$ cat config.mk
export PLATFORM = sky130hd
export DESIGN_NAME = r16x_front
export DESIGN_NICKNAME = d
export VERILOG_FILES = /design/src/rtl/r16x_pkg.sv /design/src/rtl/r16x_front.sv
export SDC_FILE = /design/constraint.sdc
export NUM_CORES = 1
export LEC_CHECK = 0
export BUFFER_PORTS_ARGS = -buffer_cell sky130_fd_sc_hd__buf_2
export CORE_ASPECT_RATIO = 0.8
export CORE_MARGIN = 10
export CORE_UTILIZATION = 41
export DETAILED_ROUTE_END_ITERATION = 8
export MAX_ROUTING_LAYER = met4
export PLACE_DENSITY = 0.66
export RECOVER_POWER = 25
export SYNTH_ARGS = -nofsm -noshare
export SYNTH_HDL_FRONTEND = slang
export SYNTH_SLANG_ARGS = --single-unit
export TNS_END_PERCENT = 100
$ cat constraint.sdc
create_clock -name clk -period 6.14 [get_ports clk]
set_clock_uncertainty 0.05 [all_clocks]
set_input_delay 1.228 -clock clk [delete_from_list [all_inputs] [get_ports clk]]
set_output_delay 1.228 -clock clk [all_outputs]
set_load 0.03 [all_outputs]
$ cat src/rtl/r16x_pkg.sv
// Shared types and constants of the 16-bit execute unit.
`default_nettype none

package r16x_pkg;

  localparam int MEM_BYTES_DEF = 65536;
  localparam int NUM_REGS      = 8;
  localparam int REG_W         = 16;
  localparam int IDX_W         = 3;
  localparam int IMM_W         = 8;
  localparam int CMD_W         = 5;

  typedef enum logic [CMD_W-1:0] {
    OP_AND    = 5'd0,
    OP_OR     = 5'd1,
    OP_XOR    = 5'd2,
    OP_NOT    = 5'd3,
    OP_ADD    = 5'd4,
    OP_SUB    = 5'd5,
    OP_SHL    = 5'd6,
    OP_CMPLT  = 5'd7,
    OP_CMPLE  = 5'd8,
    OP_CMPEQ  = 5'd9,
    OP_CMPLTU = 5'd10,
    OP_CMPLEU = 5'd11,
    OP_ADDI   = 5'd12,
    OP_LD     = 5'd13,
    OP_ST     = 5'd14,
    OP_LDB    = 5'd15,
    OP_STB    = 5'd16,
    OP_BZ     = 5'd17,
    OP_BNZ    = 5'd18,
    OP_MOVI   = 5'd19,
    OP_IN     = 5'd20,
    OP_OUT    = 5'd21
  } op_t;

  typedef enum logic [2:0] {
    K_ALU    = 3'd0,
    K_LOAD   = 3'd1,
    K_STORE  = 3'd2,
    K_BRANCH = 3'd3,
    K_OUT    = 3'd4,
    K_NOP    = 3'd5
  } kind_t;

  typedef struct packed {
    op_t              op;
    kind_t            kind;
    logic             rf_we;
    logic [IDX_W-1:0] rd;
    logic [IDX_W-1:0] ra;
    logic [IDX_W-1:0] rb;
    logic [IMM_W-1:0] imm;
    logic [REG_W-1:0] inval;
  } dec_t;

endpackage

`default_nettype wire

$ cat src/rtl/r16x_front.sv
// Front end: accepts instruction words, classifies them and queues them for the back end.
`default_nettype none

module r16x_front (
  input  wire                           clk,
  input  wire                           rst_n,
  input  wire                           in_valid,
  output logic                          in_stall,
  input  wire  [r16x_pkg::CMD_W-1:0]    in_command,
  input  wire  [r16x_pkg::IDX_W-1:0]    in_dest_index,
  input  wire  [r16x_pkg::IDX_W-1:0]    in_src_a_index,
  input  wire  [r16x_pkg::IDX_W-1:0]    in_src_b_index,
  input  wire  signed [r16x_pkg::IMM_W-1:0] in_immediate,
  input  wire  signed [r16x_pkg::REG_W-1:0] in_in_value,
  input  wire                           hold,
  output r16x_pkg::dec_t                head,
  output logic                          head_vld,
  input  wire                           pop
);
  import r16x_pkg::*;

  dec_t       dec;
  dec_t       q_r [2];
  logic       wr_ptr_r;
  logic       rd_ptr_r;
  logic [1:0] cnt_r;
  logic [1:0] cnt_nxt;
  logic       push;

  always_comb begin
    dec.op    = OP_AND;
    dec.kind  = K_NOP;
    dec.rf_we = 1'b0;
    dec.rd    = in_dest_index;
    dec.ra    = in_src_a_index;
    dec.rb    = in_src_b_index;
    dec.imm   = in_immediate;
    dec.inval = in_in_value;
    if (in_command <= OP_OUT) begin
      dec.op = op_t'(in_command);
      unique case (dec.op) inside
        OP_LD, OP_LDB: begin
          dec.kind = K_LOAD;
        end
        OP_ST, OP_STB: begin
          dec.kind = K_STORE;
        end
        OP_BZ, OP_BNZ: begin
          dec.kind = K_BRANCH;
        end
        OP_OUT: begin
          dec.kind = K_OUT;
        end
        default: begin
          dec.kind  = K_ALU;
          dec.rf_we = 1'b1;
        end
      endcase
    end
  end

  assign in_stall = (cnt_r == 2'd2) || hold;
  assign push     = in_valid && !in_stall;
  assign head     = q_r[rd_ptr_r];
  assign head_vld = (cnt_r != 2'd0);

  always_comb begin
    cnt_nxt = cnt_r;
    if (push && !pop) begin
      cnt_nxt = cnt_r + 2'd1;
    end else if (pop && !push) begin
      cnt_nxt = cnt_r - 2'd1;
    end
  end

  always_ff @(posedge clk) begin
    if (!rst_n) begin
      wr_ptr_r <= 1'b0;
      rd_ptr_r <= 1'b0;
      cnt_r    <= 2'd0;
    end else begin
      cnt_r <= cnt_nxt;
      if (push) begin
        wr_ptr_r <= ~wr_ptr_r;
      end
      if (pop) begin
        rd_ptr_r <= ~rd_ptr_r;
      end
    end
  end

  always_ff @(posedge clk) begin
    if (push) begin
      q_r[wr_ptr_r] <= dec;
    end
  end

endmodule

`default_nettype wire

Word-level counts from Yosys, hierarchy flattened:

Memories as Yosys holds them, arrays and structs flattened. A register that Yosys moved wholly into a read port is not among the register bits.
Cells that the tools add are included.

* $add $sub $neg: 2
* $lt $le $gt $ge: 1
* eq/ne operators: 8
* muxes and demuxes: 9
* bitwise operators: 2
* reduce and logical (&&, ||, !) cells: 13

Operators with widths (number)
* $eq 5x5->1 const B: 4
* $eq 5x4->1 const B: 3
* $pmux 3 s4: 1
* $mux 9: 1
* $reduce_or 7->1: 1
* $reduce_or 2->1: 3
* $le 5x5->1 const B: 1
* $mux 1: 5
* $mux 2: 2
* $reduce_bool 2->1: 2
* $logic_and 1x1->1: 3
* $logic_not 1->1: 3
* $add 2x1->2 const B: 1
* $eq 2x2->1 const B: 1
* $not 1->1: 2
* $sub 2x1->2 const B: 1
* $logic_or 1x1->1: 1

* bits in registers: 4
* RAM bits: 84
* bits of input ports: 43
* output and inout port bits: 44
* word-level logic and storage cells: 39
* memories: 1

Memories
* q_r: words 2, width 42, rd ports 1, clocked after memory_dff 1, write ports 1, line r16x_front.sv:23 `dec_t q_r [2];`

Depth between registers and ports, before layout:

* word-level depth: 8
* mapped depth: 6
* mapped depth without buffers: 6

Least setup slack after synthesis:

No wires, ideal clock.

* kind: in2reg
* start: input in_valid
* end: memory q_r[0][0] in the netlist's numbering, enable pin
* setup time: 446 ps
* arrival time: 3457 ps
* data required time: 5644 ps
* setup slack: 2187 ps
* stages on the path: 3
* path buffers: 0
* path through: nor2b_1 -> and2_1 -> nor2b_1

* cells in the longest elaborated chain, start to end: 3

Ends and longest elaborated chain
* start, declared: line r16x_front.sv:7 `input wire in_valid,`
* $logic_and 1x1->1: line r16x_front.sv:63 `assign push = in_valid && !in_stall;`
* $mux 1: line r16x_front.sv:93 `if (push) begin`
* $mux 1 (not written as such): line r16x_front.sv:94 `q_r[wr_ptr_r] <= dec;`
* end, declared: line r16x_front.sv:23

Every way passes these cells.

==> flow_metrics.tcl <==
set metrics [dict create \
    status "finished, final reports clean" \
    grt_use_total_pct 10.6 \
    ir_drop_v 0.000129 \
    fp.coreArea_sq_um 8020 \
    start_kind "flip-flop" \
    finalCritPeriodShare_pct 53.1 \
    clkSlewWorstSetupHoldPaths_ns 0.08 \
    nFillCells 693 \
    drt-initial-drc-count 80 \
    cts_root_buf "clkbuf_8" \
    clock_latency_ns 0.34 \
    ys_seq_area_share_pct 76.8 \
    final-setup-viol-count 0 \
    vias_per_cell 4.80 \
    row_count 29 \
    die_h_um 102 \
    fin_cells 388 \
    path_class "reg2out" \
    wl_per_cell_um 16.4 \
    worst_slack_ns 2.88 \
    fin_setup_tns_ns 0 \
    cp_slowest_cell "dfxtp_2" \
    initial_core_util_pct 42.6 \
    leakage_nw 1.51 \
    arrival_ns 1.98 \
    fin_nets 319 \
    powerDensity_nw_per_um2 318 \
    grt_max_degree 43 \
    drive_above_1_share_pct 48.6 \
    yosys_warnings 0 \
    antenna_found_initial 0 \
    grt_overflow 0 \
    drc 0 \
    path_buf_inv 1 \
    drtPass1Iterations 4 \
    crit_fanout 42 \
    post-cts-setup-buffer-count 0 \
    mostFrequentLayoutCells "edfxtp_1 (84), buf_2 (75), mux2_2 (42), clkbuf_1 (12), clkbuf_8 (9)" \
    synth_edf_count 84 \
    synthCells 184 \
    cts_resized 0 \
    cts_tree "yes" \
    end_kind "primary output" \
    slew_viol_final 0 \
    tightest_slew_ns 1.03 \
    die_w_um 122 \
    path_cells "mux2_2, buf_2" \
    cap_violations 0 \
    dpl_cell_area_sq_um 3950 \
    yosysUniqueCellTypes 27 \
    r2r-start "cnt_r[0]" \
    syn-cell-area_sq_um 3420 \
    synth_nets 228 \
    syn_area_per_cell_sq_um 18.6 \
    diodes 0 \
    fmax_mhz 306 \
    pre_cts_ws_ns 3.22 \
    multiInputGateArea_sq_um 746 \
    dpl.hpwl_mm 4.22 \
    hp-class "reg2reg" \
    mostFrequentLayoutCell "edfxtp_1" \
    crit_family "flip-flops" \
    syn_to_final_growth_pct 21.5 \
    fin_area_sq_um 4150 \
    grt_pass1_vias 1907 \
    clkSinkCount 89 \
    htree_levels 3 \
    ys.flop_type "edfxtp_1" \
    fin_hold_ws_ns 0.462 \
    hold_start "cnt_r[1]" \
    required_ns 4.86 \
    synth-seq-cells 89 \
    io_buffers 86 \
    num_vias 1864 \
    hold_violations 0 \
    ioPinCount 87 \
    synth-async-reset-ratio_pct 0 \
    grt_pass1_wl_mm 9.83 \
    slew_headroom_pct 31.5 \
    rsz0062_at_grt "false" \
    ff_latch_area_sq_um 2620 \
    cts_hold_buf 0 \
    cts_buffer_depth 2 \
    drt-total-wl_mm 6.38 \
    cts_made_buffers 9 \
    place.gp.congestion 0.806 \
    cpPeakStageDelay_ns 1.02 \
    drt.antenna.violating_nets 0 \
    post-place-cells 372 \
    period_minus_slack_ns 3.26 \
    dieArea_sq_um 12400 \
]
## worst paths after layout
path	depth (start not counted)	endpoint	slack [ns]
setup reg to reg	2	q_r[1][31]	4.26
hold reg to reg	2	cnt_r[1]	0.46
setup / recovery	2	head[4]	2.88
hold / removal	2	cnt_r[1]	0.46
## per-layer routing
layer | global-route usage [%] | vias to the layer above | wire length [um]
li1 | - | 882 | -
met1 | 12.9 | 889 | 2930
met2 | 15.3 | 86 | 2830
met3 | 4.61 | 7 | 586
met4 | 3.53 | 0 | 40
met5 | - | - | 0
## state kept, by name (all words and copies together), names as in the netlist, named ones only
register	flops
wr_ptr_r	1
q_r	84
rd_ptr_r	1
cnt_r	2
## area by class of cell
class | instances | area share (%)
Clock inverter | 6 | 1.99
Tap cell | 108 | 3.26
Sequential cell | 89 | 63.2
Timing Repair Buffer | 87 | 10.2
Inverter | 3 | 0.271
Clock buffer | 10 | 3.08
Multi-Input combinational cell | 85 | 18.0
## synth_stat cells, types with 2 or more instances
cell | instances | area (sq um)
and2_1 | 5 | 31.3
edfxtp_1 | 84 | 2520
inv_1 | 3 | 11.3
xor2_1 | 2 | 17.5
xnor2_1 | 2 | 17.5
nand2_1 | 4 | 15.0
buf_2 | 3 | 15.0
dfxtp_1 | 5 | 100
buf_4 | 4 | 30.0
o21ai_0 | 5 | 25.0
nor2b_1 | 4 | 25.0
nand2b_1 | 2 | 12.5
mux2_2 | 42 | 473
nor2_1 | 2 | 7.51
a21oi_1 | 4 | 20.0
nand3_1 | 2 | 10.0
## worst register-to-register path, stage by stage (launching register included)
cell	delay, ns
dfxtp_1	0.39
nand2b_1	0.18
and3_2	0.88
## where the power goes
group          leakage, nW  internal, mW  total (mW)  switching (mW)
registers            0.813         0.698       0.718          0.0193
logic                0.593        0.0704       0.186           0.116
clock network        0.108         0.227       0.415           0.188
total                 1.51         0.996        1.32           0.323
## kinds of logic (layout without fill, tap and decap cells)
logic type               after synthesis  in the layout  synth area share (%)
AND/OR/NAND/NOR                       23             23                  3.77
AO/OA/AOI/OAI                         15             15                  2.56
buffers and inverters                 10            106                  1.65
multiplexers                          42             42                  13.8
XOR/XNOR                               4              4                  1.03
flip-flops                            89             89                  76.8
adder cells (fa/ha/maj)                1              1                 0.366
## metrics by stage
| stage | utilization, % | total power, mW |
|---|---|---|
| 2_1_floorplan | - | 0.862 |
| 3_3_place_gp | 49.3 | 0.919 |
| 3_5_place_dp | 49.3 | 0.922 |
| 4_1_cts | 51.9 | 1.34 |
| 5_1_grt | 51.8 | 1.38 |
| 6_report | 51.8 | 1.32 |
Power figures use the tool's default switching activity.
