[src/rtl/r16x_pkg.sv]
// Shared types and constants of the 16-bit execute unit.
`default_nettype none

package r16x_pkg;

  localparam int MEM_BYTES_DEF = 65536;
  localparam int NUM_REGS      = 8;
  localparam int REG_W         = 16;
  localparam int IDX_W         = 3;
  localparam int IMM_W         = 8;
  localparam int CMD_W         = 5;

  typedef enum logic [CMD_W-1:0] {
    OP_AND    = 5'd0,
    OP_OR     = 5'd1,
    OP_XOR    = 5'd2,
    OP_NOT    = 5'd3,
    OP_ADD    = 5'd4,
    OP_SUB    = 5'd5,
    OP_SHL    = 5'd6,
    OP_CMPLT  = 5'd7,
    OP_CMPLE  = 5'd8,
    OP_CMPEQ  = 5'd9,
    OP_CMPLTU = 5'd10,
    OP_CMPLEU = 5'd11,
    OP_ADDI   = 5'd12,
    OP_LD     = 5'd13,
    OP_ST     = 5'd14,
    OP_LDB    = 5'd15,
    OP_STB    = 5'd16,
    OP_BZ     = 5'd17,
    OP_BNZ    = 5'd18,
    OP_MOVI   = 5'd19,
    OP_IN     = 5'd20,
    OP_OUT    = 5'd21
  } op_t;

  typedef enum logic [2:0] {
    K_ALU    = 3'd0,
    K_LOAD   = 3'd1,
    K_STORE  = 3'd2,
    K_BRANCH = 3'd3,
    K_OUT    = 3'd4,
    K_NOP    = 3'd5
  } kind_t;

  typedef struct packed {
    op_t              op;
    kind_t            kind;
    logic             rf_we;
    logic [IDX_W-1:0] rd;
    logic [IDX_W-1:0] ra;
    logic [IDX_W-1:0] rb;
    logic [IMM_W-1:0] imm;
    logic [REG_W-1:0] inval;
  } dec_t;

endpackage

`default_nettype wire

[src/rtl/r16x_back.sv]
// Back end: register file, ALU, address forming, load/store sequencing and result register.
`default_nettype none

module r16x_back #(
  parameter int MEM_BYTES = r16x_pkg::MEM_BYTES_DEF,
  parameter int AW        = $clog2(MEM_BYTES)
) (
  input  wire                               clk,
  input  wire                               rst_n,
  input  r16x_pkg::dec_t                    head,
  input  wire                               head_vld,
  output logic                              pop,
  output logic                              mem_we,
  output logic [AW-1:0]                     mem_addr,
  output logic [7:0]                        mem_wdata,
  input  wire  [7:0]                        mem_rdata,
  output logic                              out_valid,
  input  wire                               out_stall,
  output logic                              out_branch_taken,
  output logic signed [8:0]                 out_branch_offset,
  output logic                              out_out_valid,
  output logic signed [r16x_pkg::REG_W-1:0] out_out_value
);
  import r16x_pkg::*;

  localparam bit POW2 = (MEM_BYTES == (1 << AW));

  typedef enum logic [5:0] {
    S_FETCH = 6'b000001,
    S_AGEN  = 6'b000010,
    S_EXEC  = 6'b000100,
    S_ST2   = 6'b001000,
    S_LD1   = 6'b010000,
    S_LD2   = 6'b100000
  } state_t;

  state_t           state_r;
  state_t           state_nxt;
  dec_t             ins_r;
  logic [REG_W-1:0] va_r;
  logic [REG_W-1:0] vb_r;
  logic [7:0]       lo_r;
  logic [AW-1:0]    a1_r;
  logic [REG_W-1:0] rf [NUM_REGS];
  logic [NUM_REGS-1:0] rf_vld_r;

  logic             exec_go;
  logic             is_mem_head;
  logic [REG_W-1:0] imm16;
  logic [REG_W-1:0] ea16;
  logic [AW-1:0]    ea;
  logic [AW-1:0]    ea_nx;
  logic [REG_W-1:0] alu_res;
  logic [REG_W-1:0] sh_mag;
  logic             rf_we;
  logic [IDX_W-1:0] rf_wa;
  logic [REG_W-1:0] rf_wd;
  logic             br_taken;

  logic             out_vld_r;
  logic             br_taken_r;
  logic [8:0]       br_off_r;
  logic             oval_vld_r;
  logic [REG_W-1:0] oval_r;

  assign imm16 = {{(REG_W - IMM_W){ins_r.imm[IMM_W-1]}}, ins_r.imm};
  assign ea16  = va_r + imm16;

  generate
    if (POW2) begin : g_pow2
      assign ea = ea16[AW-1:0];
    end else begin : g_mod
      localparam logic [24:0] RECIP = 25'((64'd1 << 32) / MEM_BYTES);
      logic [40:0] prod;
      logic [8:0]  quo_r;
      logic [16:0] rem0;
      logic [16:0] rem1;

      assign prod = 41'(ea16) * 41'(RECIP);

      always_ff @(posedge clk) begin
        quo_r <= prod[40:32];
      end

      assign rem0 = 17'(ea16) - 17'(quo_r) * 17'(MEM_BYTES);
      assign rem1 = (rem0 >= 17'(MEM_BYTES)) ? rem0 - 17'(MEM_BYTES) : rem0;
      assign ea   = rem1[AW-1:0];
    end
  endgenerate

  assign ea_nx = (ea == AW'(MEM_BYTES - 1)) ? '0 : ea + AW'(1);

  assign pop         = (state_r == S_FETCH) && head_vld;
  assign exec_go     = (state_r == S_EXEC) && (!out_vld_r || !out_stall);
  assign is_mem_head = (head.kind == K_LOAD) || (head.kind == K_STORE);

  always_comb begin
    state_nxt = state_r;
    unique case (state_r)
      S_FETCH: begin
        if (head_vld) begin
          state_nxt = (!POW2 && is_mem_head) ? S_AGEN : S_EXEC;
        end
      end
      S_AGEN: begin
        state_nxt = S_EXEC;
      end
      S_EXEC: begin
        if (exec_go) begin
          if (ins_r.op == OP_ST) begin
            state_nxt = S_ST2;
          end else if (ins_r.kind == K_LOAD) begin
            state_nxt = S_LD1;
          end else begin
            state_nxt = S_FETCH;
          end
        end
      end
      S_ST2: begin
        state_nxt = S_FETCH;
      end
      S_LD1: begin
        state_nxt = (ins_r.op == OP_LD) ? S_LD2 : S_FETCH;
      end
      S_LD2: begin
        state_nxt = S_FETCH;
      end
      default: begin
        state_nxt = S_FETCH;
      end
    endcase
  end

  always_comb begin
    sh_mag  = 16'(~vb_r + 16'd1);
    alu_res = '0;
    case (ins_r.op)
      OP_AND:    alu_res = va_r & vb_r;
      OP_OR:     alu_res = va_r | vb_r;
      OP_XOR:    alu_res = va_r ^ vb_r;
      OP_NOT:    alu_res = ~va_r;
      OP_ADD:    alu_res = va_r + vb_r;
      OP_SUB:    alu_res = va_r - vb_r;
      OP_SHL: begin
        if (!vb_r[REG_W-1]) begin
          alu_res = (vb_r[REG_W-1:4] != '0) ? '0 : va_r << vb_r[3:0];
        end else begin
          alu_res = (sh_mag[REG_W-1:4] != '0) ? '0 : va_r >> sh_mag[3:0];
        end
      end
      OP_CMPLT:  alu_res = {15'd0, $signed(va_r) < $signed(vb_r)};
      OP_CMPLE:  alu_res = {15'd0, $signed(va_r) <= $signed(vb_r)};
      OP_CMPEQ:  alu_res = {15'd0, va_r == vb_r};
      OP_CMPLTU: alu_res = {15'd0, va_r < vb_r};
      OP_CMPLEU: alu_res = {15'd0, va_r <= vb_r};
      OP_ADDI:   alu_res = ea16;
      OP_MOVI:   alu_res = imm16;
      OP_IN:     alu_res = ins_r.inval;
      default:   alu_res = '0;
    endcase
  end

  assign br_taken = (ins_r.kind == K_BRANCH) &&
                    ((ins_r.op == OP_BZ) == (va_r == '0));

  always_comb begin
    mem_we    = 1'b0;
    mem_addr  = ea;
    mem_wdata = vb_r[7:0];
    if (exec_go && (ins_r.kind == K_STORE)) begin
      mem_we = 1'b1;
    end
    if (state_r == S_ST2) begin
      mem_we    = 1'b1;
      mem_addr  = a1_r;
      mem_wdata = vb_r[15:8];
    end
    if (state_r == S_LD1) begin
      mem_addr = a1_r;
    end
  end

  always_comb begin
    rf_we = 1'b0;
    rf_wa = ins_r.rd;
    rf_wd = alu_res;
    if (exec_go && ins_r.rf_we) begin
      rf_we = 1'b1;
    end
    if ((state_r == S_LD1) && (ins_r.op == OP_LDB)) begin
      rf_we = 1'b1;
      rf_wd = {{8{mem_rdata[7]}}, mem_rdata};
    end
    if (state_r == S_LD2) begin
      rf_we = 1'b1;
      rf_wd = {mem_rdata, lo_r};
    end
  end

  always_ff @(posedge clk) begin
    if (!rst_n) begin
      state_r   <= S_FETCH;
      rf_vld_r  <= '0;
      out_vld_r <= 1'b0;
    end else begin
      state_r <= state_nxt;
      if (rf_we) begin
        rf_vld_r[rf_wa] <= 1'b1;
      end
      if (exec_go) begin
        out_vld_r <= 1'b1;
      end else if (!out_stall) begin
        out_vld_r <= 1'b0;
      end
    end
  end

  always_ff @(posedge clk) begin
    if (pop) begin
      ins_r <= head;
      va_r  <= rf_vld_r[head.ra] ? rf[head.ra] : '0;
      vb_r  <= rf_vld_r[head.rb] ? rf[head.rb] : '0;
    end
    if (rf_we) begin
      rf[rf_wa] <= rf_wd;
    end
    if (state_r == S_EXEC) begin
      a1_r <= ea_nx;
    end
    if (state_r == S_LD1) begin
      lo_r <= mem_rdata;
    end
    if (exec_go) begin
      br_taken_r <= br_taken;
      br_off_r   <= br_taken ? {ins_r.imm, 1'b0} : 9'd0;
      oval_vld_r <= (ins_r.kind == K_OUT);
      oval_r     <= (ins_r.kind == K_OUT) ? va_r : '0;
    end
  end

  assign out_valid         = out_vld_r;
  assign out_branch_taken  = br_taken_r;
  assign out_branch_offset = br_off_r;
  assign out_out_valid     = oval_vld_r;
  assign out_out_value     = oval_r;

endmodule

`default_nettype wire

[config.mk]
export PLATFORM = sky130hd
export DESIGN_NAME = r16x_back
export DESIGN_NICKNAME = d
export VERILOG_FILES = /design/src/rtl/r16x_pkg.sv /design/src/rtl/r16x_back.sv
export SDC_FILE = /design/constraint.sdc
export NUM_CORES = 1
export LEC_CHECK = 0
export BUFFER_PORTS_ARGS = -buffer_cell sky130_fd_sc_hd__buf_2
export CAP_MARGIN = 20
export CELL_PAD_IN_SITES_DETAIL_PLACEMENT = 1
export CELL_PAD_IN_SITES_GLOBAL_PLACEMENT = 1
export CORE_MARGIN = 4
export CORE_UTILIZATION = 40
export DETAILED_ROUTE_END_ITERATION = 12
export HOLD_SLACK_MARGIN = 0.12
export PLACE_DENSITY_LB_ADDON = 0.05
export SLEW_MARGIN = 20
export SYNTH_ARGS = -nofsm -noshare
export SYNTH_HDL_FRONTEND = slang
export SYNTH_SLANG_ARGS = --single-unit
[constraint.sdc]
create_clock -name clk -period 3.95 [get_ports clk]
set_input_delay 0.1975 -clock clk [delete_from_list [all_inputs] [get_ports clk]]
set_output_delay 0.1975 -clock clk [all_outputs]
set_load 0.03 [all_outputs]
# Word-level counts from Yosys, hierarchy flattened
# Memory sizes are Yosys's and may differ from the RTL's. A register that Yosys moved wholly into a read port is not among the register bits.
# Cells that the tools add are included.
# word_totals
regBits	102
ramBits	128
in_bits	54
output_inout_bits	54
elab_cells	119
n_memories	1
# mem_list
memory	depth	width	rd	rd_clocked_by_memory_dff	write_ports	line_no	text
rf	8	16	2	2	1	r16x_back.sv:44	logic [REG_W-1:0] rf [NUM_REGS];
# op_classes
n_addsub	5
order_cmp	8
n_eq_ne	34
shifts	2
mux	30
bitwise	6
reduce_logical	17
# ops
operator	n
16-bit one-hot mux with 15 select lines	1
16-bit 2-to-1 mux	7
5-bit by 4-bit == test with 1-bit output (second input constant)	8
16-bit by 1-bit adder with 16-bit output (second input constant)	2
16-bit adder	2
16-bit <= comparator	2
16-bit less-than comparator	2
16-bit NOT	2
6-bit one-hot mux with 4 select lines	1
12-bit nonzero test	2
5-bit by 3-bit == test with 1-bit output (second input constant)	4
6-bit 2-to-1 mux	3
16-bit bitwise AND	1
16-bit == test	1
16-bit == test (second input constant)	1
16-bit zero test	1
16-bit bitwise OR	1
16-bit by 4-bit left shift with 16-bit output	1
16-bit by 4-bit right shift with 16-bit output	1
16-bit subtractor	1
16-bit bitwise XOR	1
5-bit == test (second input constant)	3
3-bit by 4-bit less-than comparator with 1-bit output (second input constant)	3
1-bit 2-to-1 mux	12
other kinds (25)	39

# Depth between registers and ports, before layout
# Gate-level depths: netlist of the first run.
# depth
depth_word	9
ltp_mapped	15
mapped_depth_nobuf	12

# Worst setup path after synthesis of the first run
# No wires, ideal clock.
# synth_timing
kind	reg2reg
startpoint	reg state_r[2]
endpoint	reg ins_r, in the netlist imm16[0] (enable)
setup_time_ns	0.514
arrival_ns	3.948
path_slack_ns	-0.512
path_stages_with_launch	4
n_path_buf	0
period_less_slack_ns	4.462
path_cell_list	dfxtp_1 nor3_1 nand3b_1 nor2_1
# synth_via
elab_chain_len	2
# synth_rtl
item	line_no	text
from (decl)	r16x_back.sv:37	state_t state_r;
from (signal assigned)	r16x_back.sv:206	state_r <= state_nxt;
6-bit by 1-bit == test with 1-bit output	r16x_back.sv:93	assign pop = (state_r == S_FETCH) && head_vld;
1-bit logical AND	r16x_back.sv:93	
named net pop	r16x_back.sv:12	output logic pop,
to (signal assigned)	r16x_back.sv:220	ins_r <= head;
to (decl)	r16x_back.sv:39	dec_t ins_r;
# The timed path passes the listed nets, and every way through them passes these cells.
# A chain may end at the register's enable or synchronous reset.

# Worst setup path after layout of the first run
# layout_timing
startpoint	reg vb_r[0], read port of rf
endpoint	mem rf[3][14] (data pin)
# layout_via
elab_chain_len	8
word_cells_on_any_way	13
classes_between	add/sub: 3; shift: 2; mux: 6; bitwise: 1; reduce/logical: 1
# layout_rtl
item	line_no	text
from (decl)	r16x_back.sv:41	logic [REG_W-1:0] vb_r;
16-bit NOT	r16x_back.sv:135	sh_mag = 16'(~vb_r + 16'd1);
16-bit by 1-bit adder with 16-bit output	r16x_back.sv:135	
16-bit by 4-bit right shift with 16-bit output or 12-bit nonzero test (tied branches)	r16x_back.sv:148	alu_res = (sh_mag[REG_W-1:4] != '0) ? '0 : va_r >> sh_mag[3:0];
16-bit 2-to-1 mux	r16x_back.sv:148	
16-bit 2-to-1 mux	r16x_back.sv:145	if (!vb_r[REG_W-1]) begin
16-bit one-hot mux with 15 select lines (*)	r16x_back.sv:137	case (ins_r.op)
16-bit 2-to-1 mux (*)	r16x_back.sv:190	if ((state_r == S_LD1) && (ins_r.op == OP_LDB)) begin
16-bit 2-to-1 mux (*)	r16x_back.sv:194	if (state_r == S_LD2) begin
named net rf_wd[14]	r16x_back.sv:57	logic [REG_W-1:0] rf_wd;
to (decl)	r16x_back.sv:44	
# The timed path passes the listed nets; every way through them passes the cells marked *.

==> out/summary.md, run 1 <==
* 47 — pin count of the biggest net entering global routing
* 1040 ps — pin slew with the least headroom to its limit
* 0.481 — Post-Route Utilization
* 0.448 — post-synth top area share
* 45900 um — HPWL after detailed placement
* clkbuf_16 — Clock Root Buffer
* 0.136 — compound-cell area share of the yosys netlist
* 4348 — number of fill cells
* 40800 um^2 — CORE AREA
* 0.0159 — area share of xor/xnor cells in the synthesized design
* 7.80 mW — total power consumption of the routed design
* 44600 um^2 — full die area
* 0.000364 V — Worst IR Drop VDD
* 0 — number of endpoints with negative hold slack in the final report
* 106 — # port buffers
* edfxtp_1 — cell accounting for the most synthesized area
* 90 — count of different cell masters after synthesis
* 0.304 — Worst slew margin
* edfxtp_1 (45%), mux4_2 (10%), ha_1 (5.4%) — largest cells by area after synthesis
* 6.02 — mean number of vias per cell
* 1596 — Post-Synthesis Net Count
* input port to register — path type of the worst min-delay path
* 91300 um — global-route wire length before repair
* 70 ps — clock transition at the register clock pins on the worst setup and hold paths after CTS
* 34.2 ps — Worst Skew
* 5 — number of optimization iterations in the first detailed-route pass
* edfxtp_1 — most instantiated flip-flop cell in the synthesis netlist
* 5.36 mW — Cell Int Power
* 0 — fraction of registers with async set/reset
* 0 — number of violations of the max-capacitance limit
* 0.963 — crit share post-route
* 0.273 — overall global routing resource usage
* multiplexers — main combinational cell family by area after synthesis
* 4250 ps — Required @ worst endpoint
* buf_4, ha_1, fa_1, a21o_1, a2111oi_2, o221ai_1, nand2_1, nor3_1, o21ai_0, o2111ai_1, o32a_1 — cell breakdown of the critical path
* 74 — Site Rows
* 4110 ps — data arrival time of the critical path
* 0 — number of warnings printed during yosys synthesis
* 11.2 um^2 — mean instance size in the synthesized netlist
* 1 — Bufs and invs on worst path
* 3 — worst-case clock buffer depth
* 1413 — number of DRC violations after detailed-routing iteration 0
* 0.416 — power share of the sequential group
* 1468 — synthesized netlist cell count
* register — Startpoint Class
* ins_r[12]$_DFFE_PP_ — worst-case hold path end point
* 19700 um^2 — post-route design area
* 0 — number of pins with negative max-slew slack in the final report
* 3800 ps — time the final worst path needs with I/O delays and setup
* 13900 — vias in the first global route
* 0.314 — Sw Ratio
* 260 — number of synthesized register bits
* 7.47 nW — leakage power total
* 610 ps — worst skew pair latency
* 11 — number of cell instances on the worst register-to-register path
* a2111oi_2 — slowest CP cell
* 0.227 — fraction of layout cells with a size suffix above 1
* 490 ps — CP max stage delay
* 0.338 — part of the total power dissipated in the clock network
* compound AO/OA/AOI/OAI gates — crit-path leading delay family
* register to register — worst setup path category
* 0.404 — Starting Density
* 0.149 — mux cell area share after synthesis
* 19.1% — synth-to-layout area growth
* completed — result of the run
* edfxtp_1 (246), nor2_1 (139), nand2_1 (128) — commonest cells in the netlist
* 18200 um^2 — post-placement cell area
* 246 — EDFF count, synth
* 0.465 — post-synthesis sequential area ratio
* 8 — largest driver fanout on the critical path
* yes — CTS tree
* 2 — worst hold stages
* head[12] — worst min-delay path startpoint
* register — element type at the critical path end
* 397 nW/um^2 — cell area power density
* 0.246 — Comb pwr share
* rf[3][14]$_DFFE_PP_ — worst flop-to-flop path endpoint
* 13400 — routed vias
* 62100 um — final wirelength
* vb_r[0]$_SDFFCE_PN0P_ — Worst R2R Start
* edfxtp_1 — most used standard cell by instance count after synthesis
* 211 um — overall die width
* 1 — number of H-tree branching levels
* 150 ps — internal reg-to-reg setup slack
* 0.263 GHz — achievable frequency
* 108 — IO Count
* 0 — number of failing setup endpoints in the final timing report
* 2.45 mW — switching power
* 0.934 — GPL Wtd Cong
* 1 — initial antenna violation count
* 0.0575 — Post-Synth Adder-Cell Area
* 16500 um^2 — Post-Synthesis Cell Area
* 0 — post-detailed-route count of antenna-violating nets
* 211 um — Die Ht
* 0 — aggregate global routing overflow
* 27.8 um — per-cell routed wire length
* 0 — DRC violations left
* 30 — TritonCTS buffer count
* 0 ps — Total Negative Setup Slacks
* 1802 — total number of nets in the final design
* true — unrepaired setup endpoints after global routing
* 0.137 — area share of and/or/nand/nor cells after synthesis
* 260 — number of clock sinks
kinds of logic after synthesis:
family                     Yosys count
and+or+nand+nor                    460
AOI/OAI and AO/OA                  332
DFF                                260
buffers and inverters              161
muxes                              150
adders and majority gates           74
xor gates and xnor gates            30
other                                1
repair_timing:
item                                    in CTS  in global routing
hold buffers                                47                  0
endpoints found under the setup margin       9                 20
endpoints found under the hold margin       56                  0
resized for setup                            2                  2
pin swaps                                    0                  3
buffers inserted                             0                  5
stage by stage:
| stage | hold WS, ps | setup WS [ps] | std cells |
|---|---|---|---|
| 3_5_place_dp | 376 | -42.0 | 2122 |
| 2_1_floorplan | 296 | 317 | 1468 |
| 4_1_cts | 269 | 151 | 2224 |
| 3_3_place_gp | 374 | 157 | 2122 |
| 6_report | 297 | 147 | 2230 |
| 5_1_grt | 298 | -26.5 | 2229 |
per-layer routing:
layer	routed length, um	part of all wire	vias up	track usage
met1	25900	0.42	6895	0.355
li1	-	-	6023	-
met3	2610	0.042	123	0.0284
met4	3100	0.050	0	0.116
met2	30400	0.49	379	0.465
met5	0	0	-	0
worst max path at each step:
| stage | start | endpoint | slack (ps) | cells after the start |
|---|---|---|---|---|
| after floorplan | state_r[5]$_SDFFE_PN0P_ | rf[0][0]$_DFFE_PP_ | 320 | 6 |
| after global placement | imm16[7]$_DFFE_PP_ | rf[1][14]$_DFFE_PP_ | 160 | 9 |
| after detailed placement | vb_r[4]$_SDFFCE_PN0P_ | rf[7][13]$_DFFE_PP_ | -40 | 10 |
| after CTS | imm16[0]$_DFFE_PP_ | mem_addr[12] | 150 | 11 |
| after global routing | vb_r[5]$_SDFFCE_PN0P_ | rf[3][14]$_DFFE_PP_ | -30 | 10 |
| final | vb_r[0]$_SDFFCE_PN0P_ | rf[3][14]$_DFFE_PP_ | 150 | 11 |
cell usage in the layout, fill, tap and decap left out, types with 29 or more instances in the layout:
cell           Yosys  layout
buf_2              6     106
dlygate4sd3_1      1      47
buf_4              6     117
inv_1             64      64
nand2_1          128     128
nand3_1           29      29
nor2_1           139     138
a21oi_1           84      83
o21ai_0           62      62
ha_1              71      70
mux2i_1           66      66
edfxtp_1         246     246
clkbuf_16          0      30
mux4_2            76      76
power by group through the flow:
stage | Combinational (mW) | Clock (mW) | Sequential, mW
after floorplan | 1.14 | 0 | 3.28
after global placement | 1.83 | 0 | 3.30
after detailed placement | 1.85 | 0 | 3.30
after CTS | 1.90 | 2.70 | 3.25
after global routing | 2.07 | 2.83 | 3.25
final | 1.92 | 2.64 | 3.24
state kept, by name (all words and copies together), names as in the netlist:
| name | flops |
|---|---|
| a1_r | 16 |
| imm16 | 8 |
| ins_r | 25 |
| lo_r | 8 |
| out_branch_offset | 8 |
| out_branch_taken | 1 |
| out_out_valid | 1 |
| out_out_value | 16 |
| out_valid | 1 |
| rf | 128 |
| rf_vld_r | 8 |
| rf_wa | 3 |
| state_r | 5 |
| va_r | 16 |
| vb_r | 16 |
cell type report:
cell class,count,area (um^2),share of cell area
multi-input cells,1047,8270,0.421
flip-flops and latches,260,7670,0.390
repair buffers,270,1880,0.0956
clock buffers,39,795,0.0404
well taps,532,666,0.0339
inverters,65,244,0.0124
clock inverters,16,129,0.00656
diodes,1,2.50,0.000127
Power figures use the tool's default switching activity.
==> inputs of run 2 (changes only) <==
--- a/config.mk
+++ b/config.mk
@@ -16,2 +16,3 @@
 export PLACE_DENSITY_LB_ADDON = 0.05
+export SETUP_SLACK_MARGIN = 0.05
 export SLEW_MARGIN = 20
==> constraint.sdc (replaced) <==
create_clock -name clk -period 3.95 [get_ports clk]
set_input_delay 0.79 -clock clk [delete_from_list [all_inputs] [get_ports clk]]
set_output_delay 0.79 -clock clk [all_outputs]
set_load 0.03 [all_outputs]
==> out/summary.md, run 2 (synthesis results as in run 1) <==
* 40800 um^2 — CORE AREA, unchanged
* 11.8 ps — Worst Skew, -22.4 ps
* rf (128), ins_r (25) — Top Registers
* 20.4% — synth-to-layout area growth
* 108 — IO Count, unchanged
* 0 — initial antenna violation count, -1
* output port — element type at the critical path end
* 0 — post-detailed-route count of antenna-violating nets, unchanged
* 0.404 — Starting Density, unchanged
* 60 ps — clock transition at the register clock pins on the worst setup and hold paths after CTS, about the same
* completed — result of the run
* register to output port — worst setup path category
* 0 — number of pins with negative max-slew slack in the final report, unchanged
* 62200 um — final wirelength, +0.17%
* 44600 um^2 — full die area, unchanged
* 6.06 — mean number of vias per cell, +0.65%
* 13800 — vias in the first global route, -0.95%
* 0 — number of violations of the max-capacitance limit, unchanged
* 1151 — number of DRC violations after detailed-routing iteration 0, -19%
* 2126 — Placed Cells, +0.19%
* 0 — count of inserted antenna diode cells, -1
* edfxtp_1 (246), buf_4 (145), nor2_1 (137) — top library cells by usage in the layout, fill and taps aside
* 90600 um — global-route wire length before repair, -0.74%
* 0 — number of endpoints with negative hold slack in the final report, unchanged
* yes — CTS tree
* 0 — DRC violations left, unchanged
* 0 — number of failing setup endpoints in the final timing report, unchanged
* 0 — hold_buf cts, -100%
* clkbuf_16 — Clock Root Buffer
* 2215 — final cell count without fillers, -0.67%
* 7.55 nW — leakage power total, +1.1%
* 70 — pin count of the biggest net entering global routing, +49%
* 211 um — Die Ht, unchanged
* input port to register — path type of the worst min-delay path
* 5 — largest driver fanout on the critical path, -3
* 28.1 um — per-cell routed wire length, +0.85%
* 0.465 — Worst slew margin, +0.162
* edfxtp_1 — most frequent standard cell in the layout excluding fill and tap cells
* 1 — number of H-tree branching levels, unchanged
* 46200 um — HPWL after detailed placement, +0.65%
* 5 — number of optimization iterations in the first detailed-route pass, unchanged
* 0.273 — overall global routing resource usage, about the same
* register — Startpoint Class
* 260 — number of clock sinks, unchanged
* 418 nW/um^2 — cell area power density, +5.2%
* 0 ps — Total Negative Setup Slacks, unchanged
* 0 — aggregate global routing overflow, unchanged
* 106 — # port buffers, unchanged
* 0.000327 V — Worst IR Drop VDD, -10%
* 580 ps — worst skew pair latency, -30 ps
* 128 — Largest register FFs, unchanged
* 3040 ps — data arrival time of the critical path, -1070 ps
* 0.969 — crit share post-route, +0.00608
* 216 ps — Placement Setup Slack, +258 ps
* 123 ps — PnR worst setup slack, -24.0 ps
* 74 — Site Rows, unchanged
* 13400 — routed vias, -0.030%
* 0.261 GHz — achievable frequency, -0.63%
* 3830 ps — time the final worst path needs with I/O delays and setup, +24.0 ps
* 0.970 — GPL Wtd Cong, +3.9%
* 802 ps — pin slew with the least headroom to its limit, -238 ps
* 30 — TritonCTS buffer count, unchanged
* 3160 ps — Required @ worst endpoint, -1090 ps
* rf — register with the highest flop count
* 3 — worst-case clock buffer depth, unchanged
* 1787 — total number of nets in the final design, -0.83%
* true — unrepaired setup endpoints after global routing
* 0.266 — fraction of layout cells with a size suffix above 1, +0.0381
* 211 um — overall die width, unchanged
-- run 2: cell types whose count changed in the layout (fill, tap and decap cells not counted), moves of 8 or more --
| cell | delta |
|---|---|
| dlygate4sd3_1 | -47 |
| buf_4 | +28 |
| ha_4 | +9 |
| ha_1 | -8 |
-- run 2: final timing paths --
kind	from	to	slack (ps)	cells past startpoint
hold reg to reg	rf_vld_r[3]$_SDFFE_PN0N_	rf_vld_r[3]$_SDFFE_PN0N_	480	1
hold / removal	head[30]	rf_wa[0]$_DFFE_PP_	390	1
setup reg to reg	va_r[0]$_SDFFCE_PN0P_	rf[5][12]$_DFFE_PP_	180	14
setup / recovery	imm16[4]$_DFFE_PP_	mem_addr[13]	120	10
-- run 2: cell type report --
class / count / area, um^2
Clock inverter: 22 / 284
Fill cell: 4338 / 21000
Clock buffer: 34 / 787
Timing Repair Buffer: 255 / 1720
Tap cell: 532 / 666
Inverter: 65 / 244
Multi-Input combinational cell: 1047 / 8500
Sequential cell: 260 / 7670
-- run 2: stage by stage --
stage | total power [mW] | util | cell area, um^2 | hold WS, ps
after floorplan | 4.42 | - | 16500 | 452
after global placement | 5.15 | 0.447 | 18300 | 463
after detailed placement | 5.17 | 0.448 | 18300 | 478
after CTS | 8.30 | 0.481 | 19600 | 359
after global routing | 8.68 | 0.487 | 19900 | 366
final | 8.31 | 0.487 | 19900 | 386
-- run 2: power by group --
group          total, mW  switching, mW  internal (mW)
Combinational       2.04           1.25          0.791
Sequential          3.25         0.0878           3.16
Clock               3.02           1.14           1.88
-- run 2: critical path: stages (launching register included) --
cell,delay (ps)
edfxtp_1,430
ha_4,280
a21o_1,200
o21bai_4,190
o211ai_1,420
a31oi_1,230
o311ai_4,290
buf_6,150
nand2_2,50
nand2_2,90
buf_6,120
-- run 2: routing by layer --
metal,wire length (um),up-vias,global-route usage
met2,30300,440,0.464
met3,3360,157,0.0398
met4,3160,0,0.117
met1,25400,6829,0.349
li1,-,5990,-
met5,0,-,0
-- run 2: timing repair --
| item | CTS | global route |
|---|---|---|
| buffers inserted | 20 | 13 |
| gates cloned | 0 | 0 |
| gates resized for setup | 30 | 26 |
| endpoints found under the setup margin | 8 | 24 |
| pin swaps | 12 | 20 |
==> inputs of run 3 (changes only) <==
BUFFER_PORTS_ARGS = -buffer_cell sky130_fd_sc_hd__clkbuf_2   (was -buffer_cell sky130_fd_sc_hd__buf_2)
CTS_CLUSTER_DIAMETER = 100   (was unset)
==> out/summary.md, run 3 (synthesis results as in run 1) <==
* 3160 ps — Required @ worst endpoint, about the same
* 1255 — number of DRC violations after detailed-routing iteration 0, +9.0%
* 106 — # port buffers, unchanged
* 211 um — overall die width, unchanged
* clkbuf_16 — Clock Root Buffer
* 0 — aggregate global routing overflow, unchanged
* 108 — IO Count, unchanged
* 44.7 ps — Worst Skew, +32.8 ps
* 19800 um^2 — post-route design area, -0.23%
* rf (128), ins_r (25) — Top Registers
* 60 ps — clock transition at the register clock pins on the worst setup and hold paths after CTS, about the same
* 0 — hold_buf cts, unchanged
* 0.267 — fraction of layout cells with a size suffix above 1, +0.00111
* 0 — number of pins with negative max-slew slack in the final report, unchanged
* 1.04 — GPL Wtd Cong, +7.0%
* yes — CTS tree
* rf — register with the highest flop count
* 0.254 GHz — achievable frequency, -2.9%
* 211 um — Die Ht, unchanged
* 0 — number of failing setup endpoints in the final timing report, unchanged
* 0.428 — Worst slew margin, -0.0369
* 3150 ps — data arrival time of the critical path, +110 ps
* 14000 — vias in the first global route, +1.1%
* 18200 um^2 — post-placement cell area, -0.38%
* 412 nW/um^2 — cell area power density, -1.4%
* 0.281 — overall global routing resource usage, +0.00827
* register to output port — worst setup path category
* output port — element type at the critical path end
* 3 — worst-case clock buffer depth, unchanged
* 260 — number of clock sinks, unchanged
* 20.1% — synth-to-layout area growth
* 128 — Largest register FFs, unchanged
* 3940 ps — time the final worst path needs with I/O delays and setup, +113 ps
* 0.000354 V — Worst IR Drop VDD, +8.0%
* 6 — number of optimization iterations in the first detailed-route pass, +1
* 4 — largest driver fanout on the critical path, -1
* 0 — DRC violations left, unchanged
* edfxtp_1 — most frequent standard cell in the layout excluding fill and tap cells
* 0.997 — crit share post-route, +0.0285
* 13400 — routed vias, -0.46%
* 0 — number of endpoints with negative hold slack in the final report, unchanged
* true — unrepaired setup endpoints after global routing
* 31 — TritonCTS buffer count, +3.3%
* 0 — number of violations of the max-capacitance limit, unchanged
* 620 ps — worst skew pair latency, +40 ps
* 28.7 um — per-cell routed wire length, +2.2%
* 6.05 — mean number of vias per cell, -0.19%
* 1 — initial antenna violation count, +1
* 70 — pin count of the biggest net entering global routing, unchanged
* 8580 um^2 — area taken by multi-input logic gates, +0.94%
* 40800 um^2 — CORE AREA, unchanged
* 8.17 mW — total power consumption of the routed design, -1.6%
* 7670 um^2 — sequential cell area, unchanged
* 93500 um — global-route wire length before repair, +3.2%
* 0.404 — Starting Density, unchanged
* 74 — Site Rows, unchanged
* 63400 um — final wirelength, +1.9%
* 44600 um^2 — full die area, unchanged
* 0 — post-detailed-route count of antenna-violating nets, unchanged
* edfxtp_1 (246), buf_4 (138), nor2_1 (136) — top library cells by usage in the layout, fill and taps aside
* 46800 um — HPWL after detailed placement, +1.3%
* 1779 — total number of nets in the final design, -0.45%
* input port to register — path type of the worst min-delay path
* 836 ps — pin slew with the least headroom to its limit, +33.8 ps
* 7.51 nW — leakage power total, -0.61%
* completed — result of the run
* register — Startpoint Class
* 4360 — number of fill cells, +0.51%
* 1 — number of H-tree branching levels, unchanged
[run 3: final cells by class]
type / instances / share of cell area
Timing Repair Buffer: 246 / 0.0841
Clock buffer: 39 / 0.0417
Tap cell: 532 / 0.0336
Clock inverter: 19 / 0.00871
Sequential cell: 260 / 0.387
Multi-Input combinational cell: 1047 / 0.433
Antenna cell: 1 / 0.000126
Inverter: 65 / 0.0123
[run 3: worst paths after layout]
check | from | endpoint | slack [ps] | cells after the start
worst min register to register | rf_vld_r[5]$_SDFFE_PN0N_ | rf_vld_r[5]$_SDFFE_PN0N_ | 480 | 1
worst max register to register | vb_r[1]$_SDFFCE_PN0P_ | rf[0][15]$_DFFE_PP_ | 180 | 11
worst min-delay path | head[16] | imm16[0]$_DFFE_PP_ | 350 | 1
worst max-delay path | va_r[2]$_SDFFCE_PN0P_ | mem_addr[13] | 10 | 10
[run 3: power breakdown]
group	leakage [nW]	switching, mW	internal [mW]
clock	0.492	1.22	1.62
combinational	4.60	1.28	0.802
sequential	2.41	0.0845	3.16
total	7.51	2.58	5.59
[run 3: what timing repair did]
action	4_1_cts	5_1_grt
pin swaps	14	13
resized for setup	38	41
setup buffers	18	13
endpoints found under the setup margin	18	56
cloned	0	0
[run 3: stage by stage]
step	hold WS (ps)	setup TNS, ps	utilization	std cells	setup WS [ps]
3_3_place_gp	460	0	0.446	2119	77.2
6_report	348	0	0.486	2209	10.2
2_1_floorplan	452	0	-	1468	208
5_1_grt	330	-355	0.486	2208	-149
3_5_place_dp	473	-10.1	0.446	2119	-5.49
4_1_cts	329	-126	0.479	2195	-54.1
[run 3: critical path, stage by stage, from the launching register on]
cell	delay, ps
edfxtp_1	480
ha_4	280
o211ai_1	260
o21bai_4	100
o211ai_1	460
a31oi_1	180
o311ai_2	300
buf_4	180
nand2_2	50
nand2_2	90
clkbuf_8	150
[run 3: layer usage]
layer	global-route usage	routed length (um)	up-vias
met5	0	0	-
met4	0.130	3760	0
li1	-	-	5985
met3	0.0348	2930	163
met1	0.363	26100	6807
met2	0.474	30600	399
